**src/sv/vcsn_pkg.sv**
```systemverilog
// Shared types and constants for the vector clock snapshot node.
`timescale 1ns / 1ps

package vcsn_pkg;

    localparam int NUM_PROCS_DEF  = 3;
    localparam int CLOCK_BITS_DEF = 16;

    localparam int CMD_W    = 3;
    localparam int KIND_W   = 3;
    localparam int PEER_W   = 2;
    localparam int FIELD_W  = 16;
    localparam int NUM_ENT  = 3;
    localparam int RANK_W   = 2;
    localparam int APB_DW   = 32;
    localparam int APB_AW   = 3;
    localparam int S_DATA_W = 56;
    localparam int M_DATA_W = 56;

    localparam logic REG_OWN_RANK = 1'b0;

    typedef enum logic [CMD_W-1:0] {
        CMD_INTERNAL = 3'd0,
        CMD_SEND     = 3'd1,
        CMD_RECV     = 3'd2,
        CMD_MARKER   = 3'd3,
        CMD_START    = 3'd4
    } t_cmd;

    typedef enum logic [KIND_W-1:0] {
        KIND_CLOCK  = 3'd0,
        KIND_MSG    = 3'd1,
        KIND_RECORD = 3'd2,
        KIND_MARKER = 3'd3,
        KIND_DONE   = 3'd4,
        KIND_NOTED  = 3'd5
    } t_kind;

    // First result of one input item, plus whether markers follow it.
    typedef struct packed {
        t_kind                                kind;
        logic [PEER_W-1:0]                    peer;
        logic [NUM_ENT-1:0][FIELD_W-1:0]      clk;
        logic                                 in_snap;
        logic                                 has_markers;
    } t_desc;

endpackage

```
**src/sv/vcsn_core.sv**
```systemverilog
// Input register, clock and marker state, and per-item update logic.
`timescale 1ns / 1ps

module vcsn_core import vcsn_pkg::*; #(
    parameter int NUM_PROCS  = NUM_PROCS_DEF,
    parameter int CLOCK_BITS = CLOCK_BITS_DEF,
    localparam int IDX_W     = $clog2(NUM_PROCS)
) (
    input  logic                          i_clk,
    input  logic                          i_rst_n,
    input  logic                          i_in_valid,
    output logic                          o_in_ready,
    input  logic [CMD_W-1:0]              i_cmd,
    input  logic [PEER_W-1:0]             i_peer,
    input  logic [NUM_ENT-1:0][FIELD_W-1:0] i_recv,
    input  logic [RANK_W-1:0]             i_own_rank,
    output logic [IDX_W-1:0]              o_own_idx,
    output logic                          o_desc_valid,
    output t_desc                         o_desc,
    input  logic                          i_desc_done
);

    localparam logic [CLOCK_BITS-1:0] CLK_MAX = '1;

    logic                         r_in_valid;
    logic [CMD_W-1:0]             r_cmd;
    logic [PEER_W-1:0]            r_peer;
    logic [NUM_ENT-1:0][FIELD_W-1:0] r_recv;

    logic [CLOCK_BITS-1:0]        r_clk [NUM_PROCS];
    logic [NUM_PROCS-1:0]         r_seen;
    logic                         r_active;
    logic                         r_desc_valid;
    t_desc                        r_desc;

    logic [CLOCK_BITS-1:0]        n_clk [NUM_PROCS];
    logic [NUM_PROCS-1:0]         n_seen;
    logic                         n_active;
    t_desc                        n_desc;
    logic                         n_desc_ok;

    logic [CLOCK_BITS-1:0]        recv_ext [NUM_PROCS];
    logic [IDX_W-1:0]             own_idx;
    logic                         fire;

    assign own_idx = (32'(i_own_rank) >= NUM_PROCS) ? IDX_W'(NUM_PROCS - 1)
                                                     : IDX_W'(i_own_rank);
    assign o_own_idx = own_idx;

    // Received entries beyond the three inputs count as zero.
    for (genvar g = 0; g < NUM_PROCS; g++) begin : g_recv
        if (g < NUM_ENT) begin : g_have
            assign recv_ext[g] = CLOCK_BITS'(r_recv[g]);
        end else begin : g_none
            assign recv_ext[g] = '0;
        end
    end

    assign fire         = r_in_valid && (!r_desc_valid || i_desc_done);
    assign o_in_ready   = !r_in_valid || fire;
    assign o_desc_valid = r_desc_valid;
    assign o_desc       = r_desc;

    always_comb begin
        for (int i = 0; i < NUM_PROCS; i++) begin
            n_clk[i] = r_clk[i];
        end
        n_seen    = r_seen;
        n_active  = r_active;
        n_desc_ok = 1'b1;
        n_desc    = '0;

        unique case (t_cmd'(r_cmd))
            CMD_INTERNAL, CMD_SEND, CMD_RECV: begin
                if (r_clk[own_idx] != CLK_MAX) begin
                    n_clk[own_idx] = r_clk[own_idx] + 1'b1;
                end
                if (t_cmd'(r_cmd) == CMD_RECV) begin
                    for (int i = 0; i < NUM_PROCS; i++) begin
                        if (i != int'(own_idx) && recv_ext[i] > r_clk[i]) begin
                            n_clk[i] = recv_ext[i];
                        end
                    end
                end
                n_desc.kind = (t_cmd'(r_cmd) == CMD_SEND) ? KIND_MSG : KIND_CLOCK;
                n_desc.peer = (t_cmd'(r_cmd) == CMD_INTERNAL) ? '0 : r_peer;
            end
            CMD_MARKER: begin
                for (int i = 0; i < NUM_PROCS; i++) begin
                    if (32'(r_peer) == i) begin
                        n_seen[i] = 1'b1;
                    end
                end
                n_desc.peer = r_peer;
                if (!r_active) begin
                    n_active           = 1'b1;
                    n_seen[own_idx]    = 1'b1;
                    n_desc.kind        = KIND_RECORD;
                    n_desc.has_markers = 1'b1;
                end else if (&n_seen) begin
                    n_active    = 1'b0;
                    n_seen      = '0;
                    n_desc.kind = KIND_DONE;
                end else begin
                    n_desc.kind = KIND_NOTED;
                end
            end
            CMD_START: begin
                n_active           = 1'b1;
                n_seen[own_idx]    = 1'b1;
                n_desc.kind        = KIND_RECORD;
                n_desc.peer        = PEER_W'(own_idx);
                n_desc.has_markers = 1'b1;
            end
            default: begin
                n_desc_ok = 1'b0;
            end
        endcase

        // Report the clock and snapshot flag after the update.
        for (int i = 0; i < NUM_ENT; i++) begin
            if (i < NUM_PROCS) begin
                n_desc.clk[i] = FIELD_W'(n_clk[i]);
            end
        end
        n_desc.in_snap = n_active;
    end

    always_ff @(posedge i_clk) begin
        if (!i_rst_n) begin
            r_in_valid   <= 1'b0;
            r_desc_valid <= 1'b0;
            r_seen       <= '0;
            r_active     <= 1'b0;
            for (int i = 0; i < NUM_PROCS; i++) begin
                r_clk[i] <= '0;
            end
        end else begin
            if (o_in_ready) begin
                r_in_valid <= i_in_valid;
            end
            if (fire) begin
                for (int i = 0; i < NUM_PROCS; i++) begin
                    r_clk[i] <= n_clk[i];
                end
                r_seen       <= n_seen;
                r_active     <= n_active;
                r_desc_valid <= n_desc_ok;
            end else if (i_desc_done) begin
                r_desc_valid <= 1'b0;
            end
        end
    end

    always_ff @(posedge i_clk) begin
        if (o_in_ready && i_in_valid) begin
            r_cmd  <= i_cmd;
            r_peer <= i_peer;
            r_recv <= i_recv;
        end
        if (fire) begin
            r_desc <= n_desc;
        end
    end

endmodule

```
**src/sv/vcsn_seq.sv**
```systemverilog
// Result sequencer: first result of an item, then one marker per peer.
`timescale 1ns / 1ps

module vcsn_seq import vcsn_pkg::*; #(
    parameter int NUM_PROCS = NUM_PROCS_DEF,
    localparam int IDX_W    = $clog2(NUM_PROCS),
    localparam int J_W      = IDX_W + 1
) (
    input  logic                      i_clk,
    input  logic                      i_rst_n,
    input  logic                      i_desc_valid,
    input  t_desc                     i_desc,
    input  logic [IDX_W-1:0]          i_own_idx,
    output logic                      o_desc_done,
    output logic                      o_valid,
    input  logic                      i_ready,
    output t_kind                     o_kind,
    output logic [PEER_W-1:0]         o_peer,
    output logic [NUM_ENT-1:0][FIELD_W-1:0] o_clk,
    output logic                      o_in_snap,
    output logic                      o_last
);

    typedef enum logic {
        PH_FIRST,
        PH_MARK
    } t_phase;

    t_phase                        r_phase;
    logic [J_W-1:0]                r_j;
    logic                          r_valid;
    t_kind                         r_kind;
    logic [PEER_W-1:0]             r_peer;
    logic [NUM_ENT-1:0][FIELD_W-1:0] r_clk;
    logic                          r_in_snap;
    logic                          r_last;

    logic [J_W-1:0]                own_j;
    logic [J_W-1:0]                first_j;
    logic [J_W-1:0]                j_inc;
    logic [J_W-1:0]                j_next;
    logic                          mk_last;
    logic                          take;
    logic                          out_last;

    assign own_j   = J_W'(i_own_idx);
    assign first_j = (own_j == '0) ? J_W'(1) : '0;
    assign j_inc   = r_j + 1'b1;
    assign j_next  = (j_inc == own_j) ? r_j + J_W'(2) : j_inc;
    assign mk_last = 32'(j_next) >= NUM_PROCS;

    assign take        = i_desc_valid && (!r_valid || i_ready);
    assign out_last    = (r_phase == PH_FIRST) ? !i_desc.has_markers : mk_last;
    assign o_desc_done = take && out_last;

    assign o_valid   = r_valid;
    assign o_kind    = r_kind;
    assign o_peer    = r_peer;
    assign o_clk     = r_clk;
    assign o_in_snap = r_in_snap;
    assign o_last    = r_last;

    always_ff @(posedge i_clk) begin
        if (!i_rst_n) begin
            r_phase <= PH_FIRST;
            r_j     <= '0;
            r_valid <= 1'b0;
        end else begin
            if (take) begin
                r_valid <= 1'b1;
                r_last  <= out_last;
                unique case (r_phase)
                    PH_FIRST: begin
                        r_kind    <= i_desc.kind;
                        r_peer    <= i_desc.peer;
                        r_clk     <= i_desc.clk;
                        r_in_snap <= i_desc.in_snap;
                        if (i_desc.has_markers) begin
                            r_phase <= PH_MARK;
                            r_j     <= first_j;
                        end
                    end
                    PH_MARK: begin
                        r_kind    <= KIND_MARKER;
                        r_peer    <= PEER_W'(r_j);
                        r_clk     <= '0;
                        r_in_snap <= 1'b1;
                        r_j       <= j_next;
                        if (mk_last) begin
                            r_phase <= PH_FIRST;
                        end
                    end
                    default: begin
                        r_phase <= PH_FIRST;
                    end
                endcase
            end else if (i_ready) begin
                r_valid <= 1'b0;
            end
        end
    end

endmodule

```
**src/sv/vector_clock_snapshot_node.sv**
```systemverilog
// Top level of the vector clock snapshot node: stream ports and register port.
`timescale 1ns / 1ps

// One node of a small message-passing system: it keeps a saturating vector
// clock and the marker state of a consistent-snapshot protocol. Each slave
// transaction carries one event (internal, send, receive, marker, or start
// snapshot) and produces one or more master transactions (none for an
// unknown command); the last result of an event has tlast set. Internal,
// send, receive and later-marker commands give one result each: the node
// accepts a new event every cycle while the output keeps up, passing it
// through the input register, the descriptor register (state update) and
// the result register. A first marker or a start command gives NUM_PROCS
// results (the recorded local clock, then one marker per peer in ascending
// order), one per cycle through the single result register while the master
// accepts them; events behind it wait in the input register. Results stall
// cleanly under master backpressure. The own_rank register sits at byte
// address 0; it must be written only while the node is idle, which the block
// does not enforce. A rank of NUM_PROCS or more acts as the highest rank.
module vector_clock_snapshot_node import vcsn_pkg::*; #(
    parameter int NUM_PROCS  = NUM_PROCS_DEF,
    parameter int CLOCK_BITS = CLOCK_BITS_DEF
) (
    input  logic                 i_clk,
    input  logic                 i_rst_n,

    // Event stream in
    input  logic                 i_s_tvalid,
    output logic                 o_s_tready,
    input  logic [S_DATA_W-1:0]  i_s_tdata,  // peer, recv_c0, recv_c1, recv_c2, zero fill
    input  logic [CMD_W-1:0]     i_s_tuser,  // cmd

    // Result stream out
    output logic                 o_m_tvalid,
    input  logic                 i_m_tready,
    output logic [M_DATA_W-1:0]  o_m_tdata,  // peer_out, clk0, clk1, clk2, in_snapshot, zero fill
    output logic [KIND_W-1:0]    o_m_tuser,  // kind
    output logic                 o_m_tlast,  // last

    // Register port
    input  logic                 psel,
    input  logic                 penable,
    input  logic                 pwrite,
    input  logic [APB_AW-1:0]    paddr,
    input  logic [APB_DW-1:0]    pwdata,
    output logic [APB_DW-1:0]    prdata,
    output logic                 pready
);

    localparam int IDX_W = $clog2(NUM_PROCS);

    logic [RANK_W-1:0]               r_own_rank;
    logic [NUM_ENT-1:0][FIELD_W-1:0] recv;
    logic [IDX_W-1:0]                own_idx;
    logic                            desc_valid;
    t_desc                           desc;
    logic                            desc_done;
    t_kind                           out_kind;
    logic [PEER_W-1:0]               out_peer;
    logic [NUM_ENT-1:0][FIELD_W-1:0] out_clk;
    logic                            out_in_snap;
    logic                            reg_sel;

    // Register decode: word index is paddr[2]; only word 0 exists.
    assign pready  = 1'b1;
    assign reg_sel = (paddr[2] == REG_OWN_RANK);
    assign prdata  = reg_sel ? APB_DW'(r_own_rank) : '0;

    always_ff @(posedge i_clk) begin
        if (!i_rst_n) begin
            r_own_rank <= '0;
        end else if (psel && penable && pwrite && pready && reg_sel) begin
            r_own_rank <= pwdata[RANK_W-1:0];
        end
    end

    // Unpack received clock entries from tdata.
    for (genvar g = 0; g < NUM_ENT; g++) begin : g_unpack
        assign recv[g] = i_s_tdata[PEER_W + g*FIELD_W +: FIELD_W];
    end

    vcsn_core #(
        .NUM_PROCS  (NUM_PROCS),
        .CLOCK_BITS (CLOCK_BITS)
    ) u_core (
        .i_clk        (i_clk),
        .i_rst_n      (i_rst_n),
        .i_in_valid   (i_s_tvalid),
        .o_in_ready   (o_s_tready),
        .i_cmd        (i_s_tuser),
        .i_peer       (i_s_tdata[PEER_W-1:0]),
        .i_recv       (recv),
        .i_own_rank   (r_own_rank),
        .o_own_idx    (own_idx),
        .o_desc_valid (desc_valid),
        .o_desc       (desc),
        .i_desc_done  (desc_done)
    );

    vcsn_seq #(
        .NUM_PROCS (NUM_PROCS)
    ) u_seq (
        .i_clk        (i_clk),
        .i_rst_n      (i_rst_n),
        .i_desc_valid (desc_valid),
        .i_desc       (desc),
        .i_own_idx    (own_idx),
        .o_desc_done  (desc_done),
        .o_valid      (o_m_tvalid),
        .i_ready      (i_m_tready),
        .o_kind       (out_kind),
        .o_peer       (out_peer),
        .o_clk        (out_clk),
        .o_in_snap    (out_in_snap),
        .o_last       (o_m_tlast)
    );

    // Pack the result; zero fill up to the byte boundary.
    assign o_m_tuser = out_kind;
    assign o_m_tdata = M_DATA_W'({out_in_snap, out_clk[2], out_clk[1], out_clk[0], out_peer});

endmodule

```
**config.mk**
```make
export PLATFORM = sky130hd
export DESIGN_NAME = vector_clock_snapshot_node
export DESIGN_NICKNAME = d
export VERILOG_FILES = /design/src/sv/vcsn_pkg.sv /design/src/sv/vcsn_core.sv /design/src/sv/vcsn_seq.sv /design/src/sv/vector_clock_snapshot_node.sv
export SDC_FILE = /design/constraint.sdc
export NUM_CORES = 1
export LEC_CHECK = 0
export BUFFER_PORTS_ARGS = -buffer_cell sky130_fd_sc_hd__buf_4
export CORE_MARGIN = 2
export CORE_UTILIZATION = 55
export DETAILED_ROUTE_END_ITERATION = 8
export PLACE_DENSITY = 0.78
export SKIP_CTS_REPAIR_TIMING = 1
export SYNTH_ARGS = -nofsm -noshare
export SYNTH_HDL_FRONTEND = slang
export SYNTH_SLANG_ARGS = --single-unit
```
**constraint.sdc**
```tcl
create_clock -name i_clk -period 19.55 [get_ports i_clk]
set_input_delay 2.9325 -clock i_clk [delete_from_list [all_inputs] [get_ports i_clk]]
set_output_delay 2.9325 -clock i_clk [all_outputs]
set_load 0.01 [all_outputs]
```
==> summary.txt <==
Worst setup path
  • R2r setup slk: 15.85 ns
  • Worst Setup End Kind: output pin
  • CP Class: in -> out
  • Worst Path Required: 16.62 ns
  • Slowest-stage cell, CP: nor2b_1
  • Critical path peak fanout: 8
  • CP Data Arrival Time: 4.06 ns
  • Startpoint Class: input port
  • Crit path cell chain: buf_4, nor2b_1, nor2b_1, nand3_1, and2_1, nand2_1, buf_4
  • CP max stage delay: 0.37 ns

Layout
  • NumNets Final: 1,225
  • Synth-to-layout area growth: 15.07%
  • # diodes: 0
  • Share of cells above drive strength 1: 18.18%
  • Final Util: 64.94%
  • FILL cells: 1,586

STA
  • # setup viols final: 0
  • Worst clock skew: 0.01165 ns
  • Count of final hold-check violations: 0
  • RSZ-0062 raised after global routing: no
  • F_max: 143.1 MHz
  • Tmin final: 6.990 ns
  • Tcrit/Tclk final: 35.75%
  • Setup_tns: 0 ns
  • Fin. max-slew vios: 0
  • Measured slew at the worst slew-check pin: 1.117 ns
  • Max-slew headroom: 25.57%

Die
  • Core area: 0.02043 mm2
  • Num rows: 52
  • Chip Width: 148.8 um
  • Die H: 148.8 um
  • Die area: 0.02214 mm2
  • # IOs: 196
  • Initial Util: 56.44%

Global route
  • GR peak layer: met2
  • GR Util met1: 32.40%
  • GR Util met3: 4.862%
  • Largest net degree at the start of global routing: 61
  • Aggregate global-route resource usage: 23.89%
  • GR Overflow Total: 0
  • M2 GR Usage: 38.50%
  • First-pass GRT wire length: 40.81 mm
  • Antenna violations before repair: 0
  • Vias in the first global route: 7,554

Logic synthesis
  • Mux cell area share after synthesis: 2.702%
  • Post-synth ARST share: 0%
  • Yosys warnings: 0
  • Syn avg cell area: 12.06 um2
  • Register bit total from synthesis: 224
  • Synth Area in Compound Gates: 13.47%
  • Largest family of logic cells by synthesized area: simple AND/OR/NAND/NOR gates
  • Number of flops mapped to enable cells by yosys: 211
  • Simple-Gate Fraction of Synth Area: 14.18%
  • Sequential share of the synthesized area: 57.21%
  • Mapped Area: 0.01153 mm2
  • Commonest register cell after synthesis: edfxtp_1
  • Mapped Cells: 956
  • Synth Area in Adders: 5.426%
  • XOR/XNOR Fraction of Synth Area: 0.7596%
  • Cell variety after synth: 77

Clocking
  • Worst-path clk slew: 0.06 ns
  • Worst skew pair latency: 0.51 ns
  • # H-tree levels: 1
  • TritonCTS clock tree: built
  • Max clock buf depth: 3
  • CTS sink count: 224
  • CTS Buf Count: 23
  • CTS Root Cell: clkbuf_16

Power
  • Leakage: 5.131 nW
  • Max IR drop VDD: 0.00006922 V
  • Power Total: 0.001152 W
  • Power density cells: 86.80 mW/mm2

Placement
  • Post-DP HPWL: 18.49 mm
  • Routability Congestion: 0.9319
  • IO Port Bufs: 121

Routing
  • Iteration-0 DRC Markers: 664
  • Via count: 8,050
  • Drt wl/cell: 19.34 um
  • Drt drc: 0
  • Final ANT Viol Nets: 0
  • Drt via density: 5.923
  • DRT Wirelength: 26.29 mm
  • First-pass iteration count of the detailed router: 5

Status
  • Status: completed

Run
  • Max Cap Violations: 0

Min path
  • Worst min path class: reg -> reg
layout make-up:
type | instances | area, um2 | share of cell area, %
tap | 270 | 337.8 | 2.546
timing repair buffer | 134 | 1006 | 7.582
multi-input combinational | 631 | 4372 | 32.95
sequential | 224 | 6598 | 49.73
inverter | 60 | 225.2 | 1.697
clock inverter | 14 | 142.6 | 1.075
clock buffer | 26 | 586.8 | 4.423
cell usage after synthesis (6+ instances only):
master     instances  share of area, %
o22a_1             7              0.53
o211ai_1           7              0.46
o221a_2            7              0.68
nor3_1            41               1.8
nand2_1           52               1.7
o31ai_1            7              0.46
o211a_1           12               1.0
o21a_1            12              0.78
nand4_1            9              0.49
ha_1              50               5.4
nor2b_1           69               3.7
nor4_1             7              0.38
and2_1            14              0.76
dfxtp_1           13               2.3
inv_1             59               1.9
a21oi_1           38               1.6
mux2i_1           18               1.6
edfxtp_1         211                55
and3_1             6              0.33
o32ai_1            6              0.46
buf_4             40               2.6
o21ai_0           29               1.3
clkbuf_1          22              0.72
buf_2              8              0.35
a211oi_1          15              0.98
o21ai_1            7              0.30
nand3_1           12              0.52
nor2_1            38               1.2
a2bb2oi_1         12              0.91
o22ai_1            7              0.38
nand2b_1          18              0.98
flip-flops by register name, summed over array words and instances (netlist names):
register and count:
u_seq.r_phase 1, u_core.r_seen 3, u_core.r_active 1, u_seq.o_last 1
u_core.r_recv 48, u_core.r_peer 2, u_core.r_in_valid 1, u_seq.o_peer 2
r_own_rank 2, u_seq.o_kind 3, u_core.o_desc 55, u_core.o_desc_valid 1
u_core.r_clk 48, u_core.r_cmd 3, u_seq.r_j 3, u_seq.o_clk 48
u_seq.o_valid 1, u_seq.o_in_snap 1
stage by stage:
stage,instance area [um2],hold slack (ns),instances,setup slack (ns)
6_report,13270,0.5095,1359,12.56
2_1_floorplan,11660,0.4787,990,11.56
3_5_place_dp,12540,0.4948,1319,12.57
5_1_grt,13270,0.5305,1359,12.45
4_1_cts,13270,0.5094,1359,12.56
3_3_place_gp,12540,0.4956,1319,12.55
final timing paths:
path | from | to | cells past startpoint
max | i_m_tready | o_s_tready | 7
min | u_core.o_desc[1] | u_seq.o_in_snap | 1
max reg2reg | r_own_rank[0] | u_core.o_desc[5] | 9
min reg2reg | u_core.o_desc[1] | u_seq.o_in_snap | 1
worst max-delay path, delay by kind of cell:
family | cells | cell delay (ns)
buffers and inverters | 2 | 0.19
and+or+nand+nor | 5 | 0.93
routing by layer:
layer | wire length, um | up-vias
met4 | 1066 | 0
met2 | 12290 | 408
met3 | 2253 | 74
met1 | 10680 | 3806
met5 | 0 | -
li1 | - | 3762
power by group:
part	switching, W	internal (W)	total (W)
Combinational	0.0000825	0.0000559	0.000138
Sequential	0.0000212	0.000563	0.000584
Clock	0.000175	0.000254	0.000429
Total	0.000279	0.000873	0.00115
kinds of logic after synthesis:
| group | after synthesis |
|---|---|
| AO/OA/AOI/OAI | 211 |
| flip-flops | 224 |
| adder cells (fa/ha/maj) | 50 |
| multiplexers | 29 |
| AND/OR/NAND/NOR | 295 |
| other | 2 |
| buffers and inverters | 135 |
| XOR/XNOR | 10 |
placed cells by master, fill, tap and decap left out, types with 23 or more instances in the layout:
cell type / n
ha_1: 50
nor2b_1: 69
nor2_1: 38
clkbuf_16: 23
edfxtp_1: 211
a21oi_1: 38
buf_4: 134
nand2_1: 52
nor3_1: 41
conb_1: 36
o21ai_0: 28
inv_1: 59
No activity file was read; power rests on OpenSTA's default activity.
